==> src/hw/rtl/qte_pkg.sv <==
package qte_pkg;

  localparam int unsigned QW        = 16;
  localparam int unsigned PW        = 32;
  localparam int unsigned SW        = 35;
  localparam int unsigned CW        = 37;
  localparam int unsigned ZW        = 28;
  localparam int unsigned RW        = 57;
  localparam int unsigned ROOTW     = 29;
  localparam int unsigned TableLen  = 24;

  localparam logic signed [ZW-1:0] HalfPiQ24 = 28'sd26353589;
  localparam logic signed [15:0]   PiQ13     = 16'sd25736;
  localparam logic signed [15:0]   HalfPiQ13 = 16'sd12868;

  typedef struct packed {
    logic signed [CW-1:0] x;
    logic signed [CW-1:0] y;
    logic signed [ZW-1:0] z;
    logic                 zero;
  } lane_t;

  typedef struct packed {
    logic signed [SW-1:0] sr;
    logic signed [SW-1:0] cr;
    logic signed [SW-1:0] sy;
    logic signed [SW-1:0] cy;
    logic signed [SW-1:0] sp;
    logic                 sat;
  } side_t;

  function automatic logic signed [ZW-1:0] atan_q24(input logic [4:0] idx);
    logic signed [ZW-1:0] r;
    case (idx)
      5'd0:    r = 28'sd13176795;
      5'd1:    r = 28'sd7778716;
      5'd2:    r = 28'sd4110060;
      5'd3:    r = 28'sd2086331;
      5'd4:    r = 28'sd1047214;
      5'd5:    r = 28'sd524117;
      5'd6:    r = 28'sd262123;
      5'd7:    r = 28'sd131069;
      5'd8:    r = 28'sd65536;
      5'd9:    r = 28'sd32768;
      5'd10:   r = 28'sd16384;
      5'd11:   r = 28'sd8192;
      5'd12:   r = 28'sd4096;
      5'd13:   r = 28'sd2048;
      5'd14:   r = 28'sd1024;
      5'd15:   r = 28'sd512;
      5'd16:   r = 28'sd256;
      5'd17:   r = 28'sd128;
      5'd18:   r = 28'sd64;
      5'd19:   r = 28'sd32;
      5'd20:   r = 28'sd16;
      5'd21:   r = 28'sd8;
      5'd22:   r = 28'sd4;
      5'd23:   r = 28'sd2;
      default: r = '0;
    endcase
    return r;
  endfunction

  function automatic logic signed [15:0] to_q13(input logic signed [ZW-1:0] a,
                                               input logic signed [15:0] lim);
    logic signed [ZW-1:0] r;
    logic signed [ZW-1:0] l;
    l = ZW'(lim);
    r = (a + ZW'(1024)) >>> 11;
    if (r > l) r = l;
    if (r < -l) r = -l;
    return r[15:0];
  endfunction

endpackage

==> src/hw/rtl/qte_cordic_cell.sv <==
module qte_cordic_cell #(
  parameter int unsigned I = 0
) (
  input  logic           clk_i,
  input  logic           en_i,
  input  qte_pkg::lane_t lane_i,
  output qte_pkg::lane_t lane_o
);
  import qte_pkg::*;

  lane_t lane_d;
  lane_t lane_q;
  logic signed [CW-1:0] xs;
  logic signed [CW-1:0] ys;

  always_comb begin
    xs = lane_i.x >>> I;
    ys = lane_i.y >>> I;
    lane_d.zero = lane_i.zero;
    if (!lane_i.y[CW-1]) begin
      lane_d.x = lane_i.x + ys;
      lane_d.y = lane_i.y - xs;
      lane_d.z = lane_i.z + atan_q24(5'(I));
    end else begin
      lane_d.x = lane_i.x - ys;
      lane_d.y = lane_i.y + xs;
      lane_d.z = lane_i.z - atan_q24(5'(I));
    end
  end

  always_ff @(posedge clk_i) begin
    if (en_i) begin
      lane_q <= lane_d;
    end
  end

  assign lane_o = lane_q;

endmodule

==> config.mk <==
export PLATFORM = sky130hd
export DESIGN_NAME = qte_cordic_cell
export DESIGN_NICKNAME = d
export VERILOG_FILES = /design/src/hw/rtl/qte_pkg.sv /design/src/hw/rtl/qte_cordic_cell.sv
export SDC_FILE = /design/constraint.sdc
export NUM_CORES = 1
export LEC_CHECK = 0
export CAP_MARGIN = 20
export CORE_ASPECT_RATIO = 0.75
export CORE_MARGIN = 8
export CORE_UTILIZATION = 66
export DETAILED_ROUTE_END_ITERATION = 16
export DONT_BUFFER_PORTS = 1
export PLACE_DENSITY = 0.79
export SLEW_MARGIN = 40
export SYNTH_ARGS = -nofsm -noshare
export SYNTH_HDL_FRONTEND = slang
export SYNTH_SLANG_ARGS = --single-unit
==> constraint.sdc <==
create_clock -name clk_i -period 4.8 [get_ports clk_i]
set_input_delay 0.24 -clock clk_i [delete_from_list [all_inputs] [get_ports clk_i]]
set_output_delay 0.24 -clock clk_i [all_outputs]
set_load 0.05 [all_outputs]
After elaboration in Yosys (flattened, before gate mapping)
Cells that the tools add are included.
{ "classes": {"addsub": 5, "n_mux": 1} }
{ "ops": {"columns": ["op", "n"], "rows": [
  ["102-bit two-way mux", 1],
  ["37-bit subtractor", 2],
  ["37-bit adder", 1],
  ["28-bit by 25-bit adder with 28-bit output, second input constant", 1],
  ["28-bit by 25-bit subtractor with 28-bit output, second input constant", 1]
]} }
{ "totals": {"register_bits": 103, "word_cells": 10} }

Logic depth before layout (Yosys ltp)
{ "depth": {"word_depth": 2, "mapped_depth": 14} }

Least setup slack after synthesis
Ideal clock, no wire load.
{ "synth_timing": {"path_kind": "input -> register", "startpoint": "input lane_i[65] (netlist name)", "endpoint": "register lane_q (netlist bit lane_o[22]) (data pin)", "path_stages": 14, "slack_ps": 1132, "arrival_ps": 3403, "setup_ps": 266, "path_cell_list": "clkbuf_1 -> inv_1 -> clkbuf_1 -> clkbuf_1 -> ha_1 -> a211oi_1 -> nor4_1 -> or3_1 -> nor4_1 -> o31ai_1 -> and3_1 -> nor4_1 -> nor3_1 -> xor2_1"} }
{ "synth_rtl": {"columns": ["element", "line", "source"], "rows": [
  ["from (decl)", "qte_cordic_cell.sv:6", "input qte_pkg::lane_t lane_i,"],
  ["to (signal assigned)", "qte_cordic_cell.sv:33", "lane_q <= lane_d;"],
  ["to (decl)", "qte_cordic_cell.sv:12", "lane_t lane_q;"]
]} }

==> out/results.ini <==
[worst_hold_path]
hp-start = lane_i[102]
hold_end = lane_o[65]
worstHoldPathType = in2reg
hold_depth = 1

[floorplan]
placementRows = 41
io_pins = 208
die_height_um = 128
initial_core_util_pct = 66.4
die_width_um = 165
die_area_um2 = 21100
core_region_area_um2 = 16600

[global_route]
antenna_found_initial = 0
grt_use_total_pct = 30.7
grt_overflow = 0
grt_pass1_wl_mm = 50.9
grt_max_degree = 121
grt_pass1_vias = 9166

[logic_synthesis]
synth_edf_count = 102
avgSynthCellArea_um2 = 8.45
ys.flop_type = edfxtp_1
synth_area_um2 = 11000
synth_seq_area_share_pct = 27.8
async_reset_ff_share_pct = 0
syn_nets = 1553
netlist-cell-type-count = 77
yosysWarningCount = 0
syn_inst = 1302
ys_seq_elements = 102

[final_layout]
mostFrequentLayoutCells = a21oi_1 (149), ha_1 (142), inv_1 (120)
antennaDiodeCount = 0
nets = 1516
largest_reg_flops = 102
fin_cells = 1485
final_common_cell = a21oi_1
drive_above_1_share_pct = 3.86
area_growth_pct = 4.13

[setup_path]
crit_required_ns = 4.91
slowest_stage = nor4b_1
crit_type = in2reg
crit_path_max_fanout = 4
arrival_ns = 3.60
crit_path_end_kind = flop
startpoint_type = input pin
cp_cell_sequence = ha_1, fa_1, nor2b_1, o21a_1, o311ai_2, a211oi_2, nor4b_1, o31ai_1, a32oi_1, o21ai_0, xnor2_1
cp_slowest_stage_delay_ns = 0.72

[cts]
cts-resized-gates = 0
numCtsBuffers = 9
cts_tree = built
cts-root-buf = clkbuf_16
htreeDepth = 3
clock_sinks = 102
cts_buffer_depth = 2
clk_pin_slew_ns = 0.08

[detailed_routing]
via_count = 9954
drc = 0
first_pass_iters = 7
final_antenna_net_count = 0
drt_iter0_markers = 1250
vias_per_cell = 6.70
wl_mm = 33.6
routedWlPerCell_um = 22.7

[sta]
rsz0062_at_grt = false
worst_pin_slew_ns = 0.902
hold_viol_final = 0
tns_ns = 0
fin_crit_sh_pct = 72.8
period_minus_slack_ns = 3.50
max_slew_margin_pct = 39.3
drv_slew = 0
finalSetupViolCount = 0
fmax_mhz = 286

[placed_design]
dp_cells = 1462
globalplace.congestion = 1.00
numPortBuffers = 0
hpwl_mm = 25.5

[pwr]
pwr-share-comb_pct = 30.1
internal_power_mw = 2.04
power_leakage_nw = 4.81
seq_power_share_pct = 48.2
clkPwrFrac_pct = 21.7
ir_drop_mv = 0.221
p_switching_mw = 1.68
p_per_area_nw_per_um2 = 325
netSwitchingFraction_pct = 45.1

[run]
maxCapViolCount = 0

[outcome]
outcome = finished, final reports clean

==> through the flow <==
step / setup WS [ns] / hold WS, ns / total power [mW] / util, % / cell area, um2
after detailed placement: 1.14 / 0.339 / 2.86 / 66.7 / 11100
after floorplan: 1.13 / 0.339 / 2.60 / - / 11000
after global placement: 1.09 / 0.339 / 2.85 / 66.7 / 11100
after global routing: 1.22 / 0.0781 / 3.86 / 69.2 / 11500
final: 1.30 / 0.0780 / 3.72 / 69.2 / 11500
after CTS: 1.50 / 0.0679 / 3.70 / 69.2 / 11500
==> worst max-delay path, delay by kind of cell <==
family / cells / cell delay (ns)
compound gates: 6 / 1.67
simple gates: 2 / 0.91
fa+ha+maj: 2 / 0.64
xor+xnor: 1 / 0.15
==> worst max path at each step <==
| stage | from | endpoint | slack, ns |
|---|---|---|---|
| after floorplan | lane_i[65] | lane_o[22] | 1.13 |
| after CTS | lane_i[29] | lane_o[100] | 1.50 |
| after detailed placement | lane_i[29] | lane_o[100] | 1.14 |
| after global routing | lane_i[29] | lane_o[100] | 1.22 |
| after global placement | lane_i[29] | lane_o[100] | 1.09 |
| final | lane_i[29] | lane_o[100] | 1.30 |
==> Yosys cell counts (all sizes together), types with 3 or more instances <==
cell,number,area [um2]
nor3,26,130
a211o,5,43.8
buf,23,105
or3,12,80.1
o31a,5,43.8
mux2i,15,150
o41ai,5,62.6
nand3,24,120
a311oi,3,26.3
nand4,19,119
o211ai,15,113
nor4,6,37.5
and3,7,43.8
nor2,118,445
clkbuf,33,125
xnor2,79,692
o2111ai,4,35.0
o22ai,6,37.5
a221oi,4,35.0
edfxtp,102,3060
and2,4,25.0
fa,4,80.1
o21bai,29,218
nor3b,3,22.5
a2111oi,8,95.1
o31ai,17,133
clkinv,4,15.0
a21o,37,278
o21ai,76,395
or2,10,62.6
a211oi,12,105
a21oi,150,754
o21a,15,113
nand2b,27,169
a21boi,4,30.0
xor2,11,96.3
nand2,60,225
o311ai,4,42.6
inv,121,454
nor2b,10,62.6
ha,142,1780
a31oi,15,93.8
a22oi,3,22.5
==> timing repair <==
item / in CTS / in global routing
endpoints found under the setup margin: 0 / 0
setup buffers: 0 / 0
hold endpoints to repair: 51 / 0
hold buffers: 7 / 0
==> per-layer routing <==
layer	up-vias	wire, um	track usage, %
li1	4623	-	-
met4	0	944	10.4
met2	693	13800	44.1
met1	4578	14100	43.4
met3	60	4750	8.63
met5	-	0	0
==> cell families after synthesis <==
| kind of cell | synth area share, % |
|---|---|
| AO/OA/AOI/OAI | 25.6 |
| XOR/XNOR | 7.16 |
| adder cells (fa/ha/maj) | 16.9 |
| AND/OR/NAND/NOR | 14.7 |
| flip-flops | 27.8 |
| buffers and inverters | 6.36 |
| multiplexers | 1.47 |
==> cell type report <==
cell class	instances	area [um2]
Tap cell	215	269
Clock inverter	7	87.6
Clock buffer	9	225
Inverter	125	469
Sequential cell	102	3060
Fill cell	1355	5110
Timing Repair Buffer	8	100
Multi-Input combinational cell	1019	7250
==> power by group through the flow <==
stage	registers, mW	logic (mW)	clock network, mW
3_3_place_gp	1.81	1.04	0
2_1_floorplan	1.77	0.833	0
4_1_cts	1.80	1.09	0.812
5_1_grt	1.81	1.21	0.842
6_report	1.79	1.12	0.808
3_5_place_dp	1.82	1.05	0
Power figures use the tool's default switching activity.
