## src/hw/rtl/qte_pkg.sv

```systemverilog
package qte_pkg;

  localparam int unsigned QW        = 16;
  localparam int unsigned PW        = 32;
  localparam int unsigned SW        = 35;
  localparam int unsigned CW        = 37;
  localparam int unsigned ZW        = 28;
  localparam int unsigned RW        = 57;
  localparam int unsigned ROOTW     = 29;
  localparam int unsigned TableLen  = 24;

  localparam logic signed [ZW-1:0] HalfPiQ24 = 28'sd26353589;
  localparam logic signed [15:0]   PiQ13     = 16'sd25736;
  localparam logic signed [15:0]   HalfPiQ13 = 16'sd12868;

  typedef struct packed {
    logic signed [CW-1:0] x;
    logic signed [CW-1:0] y;
    logic signed [ZW-1:0] z;
    logic                 zero;
  } lane_t;

  typedef struct packed {
    logic signed [SW-1:0] sr;
    logic signed [SW-1:0] cr;
    logic signed [SW-1:0] sy;
    logic signed [SW-1:0] cy;
    logic signed [SW-1:0] sp;
    logic                 sat;
  } side_t;

  function automatic logic signed [ZW-1:0] atan_q24(input logic [4:0] idx);
    logic signed [ZW-1:0] r;
    case (idx)
      5'd0:    r = 28'sd13176795;
      5'd1:    r = 28'sd7778716;
      5'd2:    r = 28'sd4110060;
      5'd3:    r = 28'sd2086331;
      5'd4:    r = 28'sd1047214;
      5'd5:    r = 28'sd524117;
      5'd6:    r = 28'sd262123;
      5'd7:    r = 28'sd131069;
      5'd8:    r = 28'sd65536;
      5'd9:    r = 28'sd32768;
      5'd10:   r = 28'sd16384;
      5'd11:   r = 28'sd8192;
      5'd12:   r = 28'sd4096;
      5'd13:   r = 28'sd2048;
      5'd14:   r = 28'sd1024;
      5'd15:   r = 28'sd512;
      5'd16:   r = 28'sd256;
      5'd17:   r = 28'sd128;
      5'd18:   r = 28'sd64;
      5'd19:   r = 28'sd32;
      5'd20:   r = 28'sd16;
      5'd21:   r = 28'sd8;
      5'd22:   r = 28'sd4;
      5'd23:   r = 28'sd2;
      default: r = '0;
    endcase
    return r;
  endfunction

  function automatic logic signed [15:0] to_q13(input logic signed [ZW-1:0] a,
                                               input logic signed [15:0] lim);
    logic signed [ZW-1:0] r;
    logic signed [ZW-1:0] l;
    l = ZW'(lim);
    r = (a + ZW'(1024)) >>> 11;
    if (r > l) r = l;
    if (r < -l) r = -l;
    return r[15:0];
  endfunction

endpackage

```

## src/hw/rtl/qte_sqrt_cell.sv

```systemverilog
module qte_sqrt_cell #(
  parameter int unsigned K = 0
) (
  input  logic                            clk_i,
  input  logic                            rst_ni,
  input  logic                            en_i,
  input  logic                            valid_i,
  input  logic [qte_pkg::RW-1:0]          rem_i,
  input  logic [qte_pkg::ROOTW-1:0]       root_i,
  input  qte_pkg::side_t                  side_i,
  output logic                            valid_o,
  output logic [qte_pkg::RW-1:0]          rem_o,
  output logic [qte_pkg::ROOTW-1:0]       root_o,
  output qte_pkg::side_t                  side_o
);
  import qte_pkg::*;

  logic [RW:0]      test;
  logic [RW-1:0]    rem_d;
  logic [ROOTW-1:0] root_d;
  logic             valid_q;
  logic [RW-1:0]    rem_q;
  logic [ROOTW-1:0] root_q;
  side_t            side_q;

  always_comb begin
    test = ((RW+1)'(root_i) << (K + 1)) + ((RW+1)'(1) << (2 * K));
    if ({1'b0, rem_i} >= test) begin
      rem_d  = rem_i - test[RW-1:0];
      root_d = root_i | (ROOTW'(1) << K);
    end else begin
      rem_d  = rem_i;
      root_d = root_i;
    end
  end

  always_ff @(posedge clk_i or negedge rst_ni) begin
    if (!rst_ni) begin
      valid_q <= 1'b0;
    end else if (en_i) begin
      valid_q <= valid_i;
    end
  end

  always_ff @(posedge clk_i) begin
    if (en_i) begin
      rem_q  <= rem_d;
      root_q <= root_d;
      side_q <= side_i;
    end
  end

  assign valid_o = valid_q;
  assign rem_o   = rem_q;
  assign root_o  = root_q;
  assign side_o  = side_q;

endmodule

```

## config.mk

```make
export PLATFORM = sky130hd
export DESIGN_NAME = qte_sqrt_cell
export DESIGN_NICKNAME = d
export VERILOG_FILES = /design/src/hw/rtl/qte_pkg.sv /design/src/hw/rtl/qte_sqrt_cell.sv
export SDC_FILE = /design/constraint.sdc
export NUM_CORES = 1
export LEC_CHECK = 0
export BUFFER_PORTS_ARGS = -buffer_cell sky130_fd_sc_hd__buf_2
export CAP_MARGIN = 20
export CORE_AREA = 3 3 206 208
export DETAILED_ROUTE_END_ITERATION = 10
export DIE_AREA = 0 0 209 211
export PLACE_DENSITY = 0.63
export SLEW_MARGIN = 15
export SYNTH_ARGS = -nofsm -noshare
export SYNTH_HDL_FRONTEND = slang
export SYNTH_SLANG_ARGS = --single-unit
```

## constraint.sdc

```tcl
create_clock -name clk_i -period 1.5 [get_ports clk_i]
set_input_delay 0.3 -clock clk_i [delete_from_list [all_inputs] [get_ports clk_i]]
set_output_delay 0.3 -clock clk_i [all_outputs]
set_load 0.005 [all_outputs]
```

## After elaboration in Yosys (flattened, before gate mapping)

Cells that the tools add are included.

- Word-level logic and storage cells: 14
- RAM bits: 0
- Output and inout port bits: 263
- Latch bits: 0
- Bits in read-only memories: 0
- Input bits: 266
- Bits in registers: 263
- Memories kept: 0

- Multipliers: 0
- Divide/modulo/power cells: 0
- Eq/ne operators: 0
- Magnitude comparators: 1
- Multiplexer cells: 1
- Bitwise gates (word level): 0
- Shift-type cells: 0
- Reductions and logical operators: 0
- Add/subtract/negate cells: 2

Operators by type and width:

| operator | number |
|---|---|
| $ge 57x31->1 | 1 |
| $mux 57 | 1 |
| $sub 57x31->57 | 1 |
| $add 30x1->31 const B | 1 |

## Logic depth before layout (Yosys ltp)

Gate-level depths: netlist of run 1.

- Word-level depth: 3
- Mapped depth: 13
- Mapped depth without buffers: 11

## Worst setup path before layout of run 1

No wires, ideal clock.

- Path kind: input to register
- Start: input port root_i[6] in the netlist's numbering
- End: register rem_q[35], in the netlist rem_o[35] (data pin)
- Buffers on the path: 1
- Data required time: 1.242 ns
- Setup time: 0.258 ns
- Arrival: 2.643 ns
- Slack: -1.401 ns
- Stages: 11
- Path through: inv_1 > ha_1 > buf_2 > nand3_2 > nor3_2 > o221ai_2 > a2111oi_4 > a21boi_2 > o21ba_4 > or4_1 > xnor2_1

- Cells in the longest elaborated chain, start to end: 3
- Elaborated cells between the ends (all ways): 4

RTL lines:

| element | RTL line | source |
|---|---|---|
| from (decl) | qte_sqrt_cell.sv:9 | `input logic [qte_pkg::ROOTW-1:0] root_i,` |
| $add 30x1->31 * | qte_sqrt_cell.sv:27 | `test = ((RW+1)'(root_i) << (K + 1)) + ((RW+1)'(1) << (2 * K));` |
| $sub 57x31->57 / $ge 57x31->1 (equally long branches) | qte_sqrt_cell.sv:29, qte_sqrt_cell.sv:28 |  |
| $mux 57 * | qte_sqrt_cell.sv:28 | `if ({1'b0, rem_i} >= test) begin` |
| named net rem_d[35] | qte_sqrt_cell.sv:19 | `logic [RW-1:0] rem_d;` |
| to (signal assigned) | qte_sqrt_cell.sv:47 | `rem_q <= rem_d;` |
| to (decl) | qte_sqrt_cell.sv:22 | `logic [RW-1:0] rem_q;` |

The timed path passes the listed nets; every way through them passes the cells marked *.
A chain may end at the register's enable or synchronous reset.

## Final worst setup path of run 1

- Start: input port rem_i[44] in the netlist's numbering
- End: register rem_q[44], in the netlist rem_o[44] (data pin)

- Cells in the longest elaborated chain, start to end: 2
- Elaborated cells between the ends (all ways): 3

RTL lines:

| element | RTL line | source |
|---|---|---|
| from (decl) | qte_sqrt_cell.sv:8 | `input logic [qte_pkg::RW-1:0] rem_i,` |
| $sub 57x31->57 / $ge 57x31->1 (equally long branches) | qte_sqrt_cell.sv:29, qte_sqrt_cell.sv:28 |  |
| $mux 57 * | qte_sqrt_cell.sv:28 |  |
| named net rem_d[44] | qte_sqrt_cell.sv:19 |  |

Marked as above.

==> impl_metrics.ini, run 1 <==
[die]
dieHeight_um = 211
dieWidth_um = 209
io-pin-count = 529
die_area_sq_um = 44100
start_util = 0.2664
core_area_sq_um = 40740
row_count = 74

[clock_network]
cts_num_sinks = 263
worstSkewPairLatency_ps = 580
ctsLongestPathBuffers = 3
htreeDepth = 1
clk_pin_slew_ps = 60
cts_made_buffers = 30
cts_root_buf = clkbuf_16
tritoncts = built

[global_routing]
top_usage_layer = met2
met1_usage = 0.2477
grt.met2_usage = 0.3593
grt_pass1_vias = 10790
grt_overflow = 0
grt_use_met3 = 0.05941
grt_max_degree = 72
grt_pass1_wl_mm = 69.81
antenna_found_initial = 15
gr-usage-all-layers = 0.2105

[pwr]
p_leak_nw = 8.643
vdd_drop_max_v = 0.0007786
pwr_density_cell_nw_per_um2 = 1029

[critical_path]
critPathBufInv = 5
end_kind = flop
cp.depth = 13
cp.arrival_ps = 2740
crit_family = simple AND/OR/NAND/NOR gates
timing.rr.end = valid_o
required_ps = 1830
cp-start-kind = input port
cp-startpoint = rem_i[44]
cpMaxStageDelayCell = or4_4
crit_path_cell_trace = buf_6, or4_4, or3_4, or4_4, nand4b_4, buf_6, buf_6, nand2_4, o31ai_4, buf_4, buf_6, nand3_4, xnor2_2
r2r_slack_ps = 740
cpPeakStageDelay_ps = 520
worstRegToRegCells = 1
worstReg2RegStart = valid_o
worstPathMaxFanout = 3
crit_path_frequent_cell = buf_6
path_class = in2reg

[synth]
ys_ff_latch = 263
ys_async_sr_fraction = 0.003802
synth_cell_type_count = 62
synth_area_sq_um = 10850
yosys.area.top_type = edfxtp_1
synth_flop_cell = edfxtp_1
ys_warn_count = 0
syn_avg_cell_area_sq_um = 14.91
netlist_top_cells_area = edfxtp_1, ha_1, xnor2_1
yosysMostFrequentCell = edfxtp_1
seq_area_frac_synth = 0.7272
synth_edf_count = 262
syn_inst = 728
ys_top_cells_by_count = edfxtp_1, nor2_1, a21oi_1
synth_top_area_frac = 0.7249
synthesis.nets = 1025

[hold_path]
min_from = rem_i[17]
holdPathEnd = rem_o[17]
hp-class = in2reg
min_path_cells = 3

[drt]
num_vias = 10430
drc_errors = 0
avgRoutedWirePerCell_um = 21.83
viasPerCell = 4.586
dr.pass1.iters = 5
drtIter0Drc = 661
wirelength_mm = 49.65
antenna_left = 0

[timing]
post-route-period-util = 1.605
min_period_ps = 2408
maxSlewViolCount = 0
finalHoldViolCount = 0
worst_slack_ps = -907.6
finalSetupTns_ps = -48390
finClkSkew_ps = 0
relSlewSlack = 0.6135
tightest_slew_ps = 576.3
finalSetupViolations = 60
hold_slack_ps = 43.69
fmax_mhz = 415.4
grt_setup_unrepaired = true

[layout]
design_area_sq_um = 20240
layout-drive-gt1-share = 0.5433
finalNonFillerCells = 2275
nets = 2006
area_growth_pct = 86.45
postLayoutCoreUtil = 0.4967

[status]
violations = setup timing
status = finished, violations left

[placement]
place_area_sq_um = 15860
place_congestion = 0.8601
dp_hpwl_mm = 36.22
io_buffers = 528
dp.cells = 1972

[job]
max_cap_viol_count = 0
-- kinds of logic (layout without fill, tap and decap cells) --
family          count (synthesis)  after routing  share of synthesized area
flops                         263            263                     0.7272
compound gates                137            137                    0.08266
simple gates                  191            191                    0.08819
xor+xnor                       53             53                    0.04277
buf+inv                        51           1055                    0.02064
other cells                     0             11                          0
fa+ha+maj                      31             31                    0.03643
mux                             2              2                   0.002075
-- area by class of cell --
cell class / count / area, sq um
Antenna cell: 11 / 27.53
Sequential cell: 263 / 7893
Multi-Input combinational cell: 414 / 3591
Timing Repair Buffer: 965 / 6859
Inverter: 35 / 151.4
Clock inverter: 23 / 290.3
Tap cell: 532 / 665.6
Fill cell: 3529 / 20500
Clock buffer: 32 / 758.2
-- metal layers --
| layer | wire [um] | vias to the layer above |
|---|---|---|
| met1 | 18830 | 5066 |
| met4 | 2342 | 4 |
| li1 | - | 4745 |
| met2 | 24770 | 510 |
| met3 | 3690 | 108 |
| met5 | 23 | - |
-- through the flow --
| step | power, mW | worst slack [ps] |
|---|---|---|
| 6_report | 20.83 | -907.6 |
| 5_1_grt | 21.63 | -971.0 |
| 3_3_place_gp | 12.34 | -1683 |
| 3_5_place_dp | 12.37 | -1773 |
| 4_1_cts | 20.86 | -851.1 |
| 2_1_floorplan | 10.15 | -1174 |
-- sequential cells by signal (all words and copies together), names as in the netlist --
signal   flops
root_o      29
valid_o      1
side_o     176
rem_o       57
-- report_power, final --
part	switching, mW	total [mW]	internal, mW
Combinational	1.91	3.99	2.08
Clock	3.19	7.76	4.57
Sequential	0.218	9.07	8.85
-- what timing repair did --
item                                    CTS  global route
pin swaps                                38            43
endpoints found under the setup margin   66            70
hold buffers                            209             1
cloned                                    2             2
resized for setup                       103           110
endpoints found under the hold margin   212             1
setup buffers                            19             8
-- worst max-delay path by stage --
stage / end / slack, ps
6_report: rem_o[44] / -910
2_1_floorplan: rem_o[35] / -1170
3_3_place_gp: rem_o[40] / -1680
5_1_grt: rem_o[44] / -970
4_1_cts: rem_o[10] / -850
3_5_place_dp: rem_o[40] / -1770
-- layout by cell type, fill, tap and decap left out, types with 6 or more instances in the layout --
cell type / n
a21o_1: 12
a21oi_1: 44
a21oi_2: 9
buf_12: 9
buf_2: 500
buf_4: 201
buf_6: 38
clkbuf_16: 32
diode_2: 11
dlygate4sd3_1: 210
edfxtp_1: 262
ha_1: 13
ha_4: 15
inv_1: 25
inv_2: 6
nand2_1: 40
nand2_4: 8
nand3_1: 6
nand3_4: 6
nand4_1: 13
nor2_1: 42
nor2_2: 9
nor2_4: 10
nor3_1: 8
o21ai_0: 12
o21ai_2: 7
or4_4: 6
xnor2_1: 28
xnor2_2: 8
xor2_1: 16
No activity file was read; power rests on OpenSTA's default activity.
==> run 2, diff against run 1 <==
--- a/config.mk
+++ b/config.mk
@@ -10,6 +10,7 @@
 export CORE_AREA = 3 3 206 208
 export DETAILED_ROUTE_END_ITERATION = 10
 export DIE_AREA = 0 0 209 211
+export MAX_ROUTING_LAYER = met4
 export PLACE_DENSITY = 0.63
 export SLEW_MARGIN = 15
 export SYNTH_ARGS = -nofsm -noshare
==> run 2 against run 1 <==
Effect of this change:
- the run still ends with setup timing left
- global-route usage is 0.78 points higher
- combinational power is 1% higher
- clock-buffer cell count is 6 higher
- critical path depth is 3 lower
- worst hold slack worse by 11 ps
- total power is 2.3% lower
- final cell count is 0.18% lower
- setup slack better by 65 ps
- sequential share of layout area is 0.38 points higher
- clock skew stayed put
- sequential power hardly changed
- sequential cell count stayed put
- critical path type unchanged
- critical endpoint is now rem_o[12]
- largest cell class unchanged
- largest power group unchanged
- highest routed layer is now met4
==> impl_metrics.ini, run 2 (synthesized netlist as in run 1, its figures left out) <==
[drt]
avgRoutedWirePerCell_um = 21.93
dr.pass1.iters = 5
viasPerCell = 4.562
drc_errors = 0
antenna_left = 0
drtIter0Drc = 650
wirelength_mm = 49.80
num_vias = 10360

[die]
io-pin-count = 529
core_area_sq_um = 40740
die_area_sq_um = 44100
start_util = 0.2664
row_count = 74
dieWidth_um = 209
dieHeight_um = 211

[clock_network]
worstSkewPairLatency_ps = 570
cts_root_buf = clkbuf_16
htreeDepth = 1
tritoncts = built
ctsLongestPathBuffers = 3
clk_pin_slew_ps = 60
cts_made_buffers = 29
cts_num_sinks = 263

[critical_path]
cp.depth = 10
cp.arrival_ps = 2650
crit_family = simple AND/OR/NAND/NOR gates
cp-start-kind = input port
end_kind = flop
critPathBufInv = 3
cpMaxStageDelayCell = or4_4
cpPeakStageDelay_ps = 520
path_class = in2reg
crit_path_cell_trace = buf_6, or4_4, or3_4, or4_4, nand4b_4, buf_6, o21bai_4, clkbuf_16, nor2_1, a21oi_1
worstPathMaxFanout = 6
required_ps = 1810
worstReg2RegStart = valid_o
worstRegToRegCells = 1
cp-startpoint = rem_i[44]

[placement]
place_congestion = 0.8629
place_area_sq_um = 15980
dp_hpwl_mm = 36.57
io_buffers = 528
dp.cells = 1982

[layout]
layout-drive-gt1-share = 0.5471
largest_reg_flops = 176
layout_commonest_cell = buf_2
area_growth_pct = 84.64
finalNonFillerCells = 2271
design_area_sq_um = 20040
nets = 2007
n_fill_cell = 3541
final_cell_mix = buf_2, edfxtp_1, buf_4, dlygate4sd3_1, nand2_1

[hold_path]
min_path_cells = 2
hp-class = in2reg
min_from = root_i[25]

[global_routing]
antenna_found_initial = 11
grt_pass1_wl_mm = 70.49
grt_pass1_vias = 10800
gr-usage-all-layers = 0.2183
grt_overflow = 0
grt_max_degree = 38

[status]
status = finished, violations left
violations = setup timing

[pwr]
p_leak_nw = 8.600
vdd_drop_max_v = 0.0008582
pwr_density_cell_nw_per_um2 = 1015

[timing]
finalSetupViolations = 61
finalSetupTns_ps = -43250
fmax_mhz = 426.9
min_period_ps = 2342
maxSlewViolCount = 0
finClkSkew_ps = 0
relSlewSlack = 0.6560
grt_setup_unrepaired = true
worst_slack_ps = -842.4
post-route-period-util = 1.562
tightest_slew_ps = 510.5
finalHoldViolCount = 0

[job]
max_cap_viol_count = 0
[run 2: changes by cell type in the layout (fill, tap and decap cells not counted), sizes merged]
cell         before  now
diode            11    8
inv              39   36
clkinv           11    8
clkbuf           34   40
bufinv            5    4
o21bai            3    5
buf             753  759
clkinvlp          3    1
dlygate4sd3     210  204
[run 2: what timing repair did]
item                                   4_1_cts  5_1_grt
pin swaps                                   37       30
setup endpoints to repair                   63       64
buffers inserted                            14       10
endpoints found under the hold margin      204        0
hold buffers                               204        0
resized for setup                          115       80
gates cloned                                 3        3
[run 2: worst paths after layout]
| check | to | slack (ps) |
|---|---|---|
| hold / removal | root_o[25] | 30 |
| min in group asynchronous | valid_o | 50 |
| setup / recovery | rem_o[12] | -840 |
| hold reg to reg | valid_o | 510 |
| setup reg to reg | valid_o | 760 |
| max in group asynchronous | valid_o | 1360 |
[run 2: metal layers]
layer  share of wire  vias up  GRT usage
met5               0        -          -
met2            0.50      452     0.3606
li1                -     4747          -
met3           0.072       83    0.05287
met1            0.38     5078     0.2564
met4           0.044        0    0.09145
[run 2: layout make-up]
class / count / area [sq um] / area share
antenna: 8 / 20.02 / 0.0009990
clock buffer: 38 / 759.5 / 0.03790
clock inverter: 14 / 186.4 / 0.009303
inverter: 35 / 141.4 / 0.007055
multi-input combinational: 416 / 3592 / 0.1793
sequential: 263 / 7893 / 0.3939
tap: 532 / 665.6 / 0.03322
timing repair buffer: 965 / 6782 / 0.3384
[run 2: through the flow]
stage                     total power, mW  setup WS (ps)  hold slack, ps  utilization
after floorplan                     10.15          -1174           4.409            -
after global placement              12.38          -1550           75.98       0.3923
after detailed placement            12.40          -1589           77.24       0.3923
after CTS                           20.31         -799.4          0.5427       0.4815
after global routing                21.11         -882.3           15.30       0.4919
final                               20.34         -842.4           32.20       0.4919
[run 2: where the power goes]
group	internal, mW	switching (mW)
registers	8.85	0.216
logic	2.09	1.94
clock network	4.26	2.98
==> run 3, diff against run 2 <==
--- a/config.mk
+++ b/config.mk
@@ -7,11 +7,11 @@
 export LEC_CHECK = 0
 export BUFFER_PORTS_ARGS = -buffer_cell sky130_fd_sc_hd__buf_2
 export CAP_MARGIN = 20
-export CORE_AREA = 3 3 206 208
+export CORE_AREA = 3 3 202 204
 export DETAILED_ROUTE_END_ITERATION = 10
-export DIE_AREA = 0 0 209 211
+export DIE_AREA = 0 0 205 207
 export MAX_ROUTING_LAYER = met4
-export PLACE_DENSITY = 0.63
+export PLACE_DENSITY = 0.64
 export SLEW_MARGIN = 15
 export SYNTH_ARGS = -nofsm -noshare
 export SYNTH_HDL_FRONTEND = slang
==> run 3 against run 2 <==
Effect of this change:
- global-route usage hardly changed
- sequential cell count stayed put
- die area is 3.8% lower
- clock power is 12% higher
- largest power group unchanged
- the flow still finishes with violations (setup timing)
- clock-buffer cell count is 8 lower
- cell area is 1.0% higher
- highest routed layer unchanged
==> impl_metrics.ini, run 3 (synthesized netlist as in run 1, its figures left out) <==
[pwr]
pwr_density_cell_nw_per_um2 = 1043
vdd_drop_max_v = 0.0009177
p_leak_nw = 8.685

[placement]
io_buffers = 528
place_area_sq_um = 15990
dp.cells = 1979
place_congestion = 0.8829
dp_hpwl_mm = 34.87
place_ws_ps = -1714

[global_routing]
gr-usage-all-layers = 0.2182
antenna_found_initial = 11
grt_max_degree = 41
grt_pass1_wl_mm = 68.26
grt_overflow = 0
grt_pass1_vias = 11000

[layout]
largest_reg_flops = 176
design_area_sq_um = 20240
final_cell_mix = buf_2, edfxtp_1, dlygate4sd3_1
layout_commonest_cell = buf_2
layout-drive-gt1-share = 0.5413
finalNonFillerCells = 2283
area_growth_pct = 86.51
postLayoutCoreUtil = 0.5130
nets = 2018

[timing]
relSlewSlack = 0.7101
fmax_mhz = 419.7
hold_slack_ps = 43.08
min_period_ps = 2383
finClkSkew_ps = 0
finalSetupViolations = 59
maxSlewViolCount = 0
tightest_slew_ps = 430.3
finalHoldViolCount = 0
worst_slack_ps = -882.6
post-route-period-util = 1.588
grt_setup_unrepaired = true

[die]
dieHeight_um = 207
die_area_sq_um = 42440
row_count = 73
io-pin-count = 529
start_util = 0.2751
core_area_sq_um = 39460
dieWidth_um = 205

[critical_path]
path_class = in2reg
cp-start-kind = input port
required_ps = 1830
worstRegToRegCells = 1
worstPathMaxFanout = 6
end_kind = flop
cp.arrival_ps = 2710

[hold_path]
hp-class = in2reg
min_path_cells = 2

[clock_network]
clk_pin_slew_ps = 60
cts_num_sinks = 263
tritoncts = built
cts_root_buf = clkbuf_16
ctsLongestPathBuffers = 3
cts_made_buffers = 29
htreeDepth = 1
worstSkewPairLatency_ps = 580

[drt]
drtIter0Drc = 514
avgRoutedWirePerCell_um = 20.90
drc_errors = 0
num_vias = 10450
antenna_left = 0
wirelength_mm = 47.72
dr.pass1.iters = 5
viasPerCell = 4.575

[status]
status = finished, violations left
violations = setup timing

[job]
max_cap_viol_count = 0
[run 3: worst max-delay path, cell delays in order]
cell,delay [ps]
buf_6,90
or4_4,530
or3_4,360
or4_4,430
nand4b_4,210
buf_6,140
o21bai_4,170
buf_12,160
buf_16,150
nor2_4,100
a21oi_2,50
[run 3: layer usage]
metal | global-route usage | share of wire
met1 | 0.2489 | 0.38
met5 | - | 0
met4 | 0.1197 | 0.068
met3 | 0.04778 | 0.071
met2 | 0.3562 | 0.48
[run 3: power breakdown]
group | internal [mW] | switching (mW)
Sequential | 8.85 | 0.197
Clock | 4.94 | 3.14
Combinational | 2.09 | 1.90
[run 3: cell type report]
class	instances	area, sq um
fillers	3367	19220
flip-flops and latches	263	7893
repair buffers	978	6964
multi-input cells	414	3467
clock buffers	30	729.5
well taps	525	656.9
clock inverters	24	352.8
inverters	35	143.9
diodes	14	35.03
[run 3: path summary, 6_finish.rpt]
kind	start	to	slack, ps
setup reg to reg	valid_o	valid_o	770
max in group asynchronous	rst_ni	valid_o	830
hold / removal	root_i[24]	root_o[24]	40
setup / recovery	rem_i[44]	rem_o[5]	-880
hold reg to reg	valid_o	valid_o	500
min in group asynchronous	rst_ni	valid_o	570
[run 3: what timing repair did]
item | in CTS | in global routing
endpoints found under the hold margin | 209 | 2
pin swaps | 41 | 27
buffers inserted | 13 | 12
hold buffers | 210 | 2
cloned | 2 | 0
gates resized for setup | 101 | 88
setup endpoints to repair | 63 | 62
[run 3: through the flow]
| step | setup TNS, ps | total power, mW |
|---|---|---|
| 2_1_floorplan | -62130 | 10.15 |
| 3_3_place_gp | -88500 | 12.30 |
| 3_5_place_dp | -89030 | 12.35 |
| 4_1_cts | -43800 | 21.11 |
| 5_1_grt | -45460 | 21.94 |
| 6_report | -44660 | 21.11 |
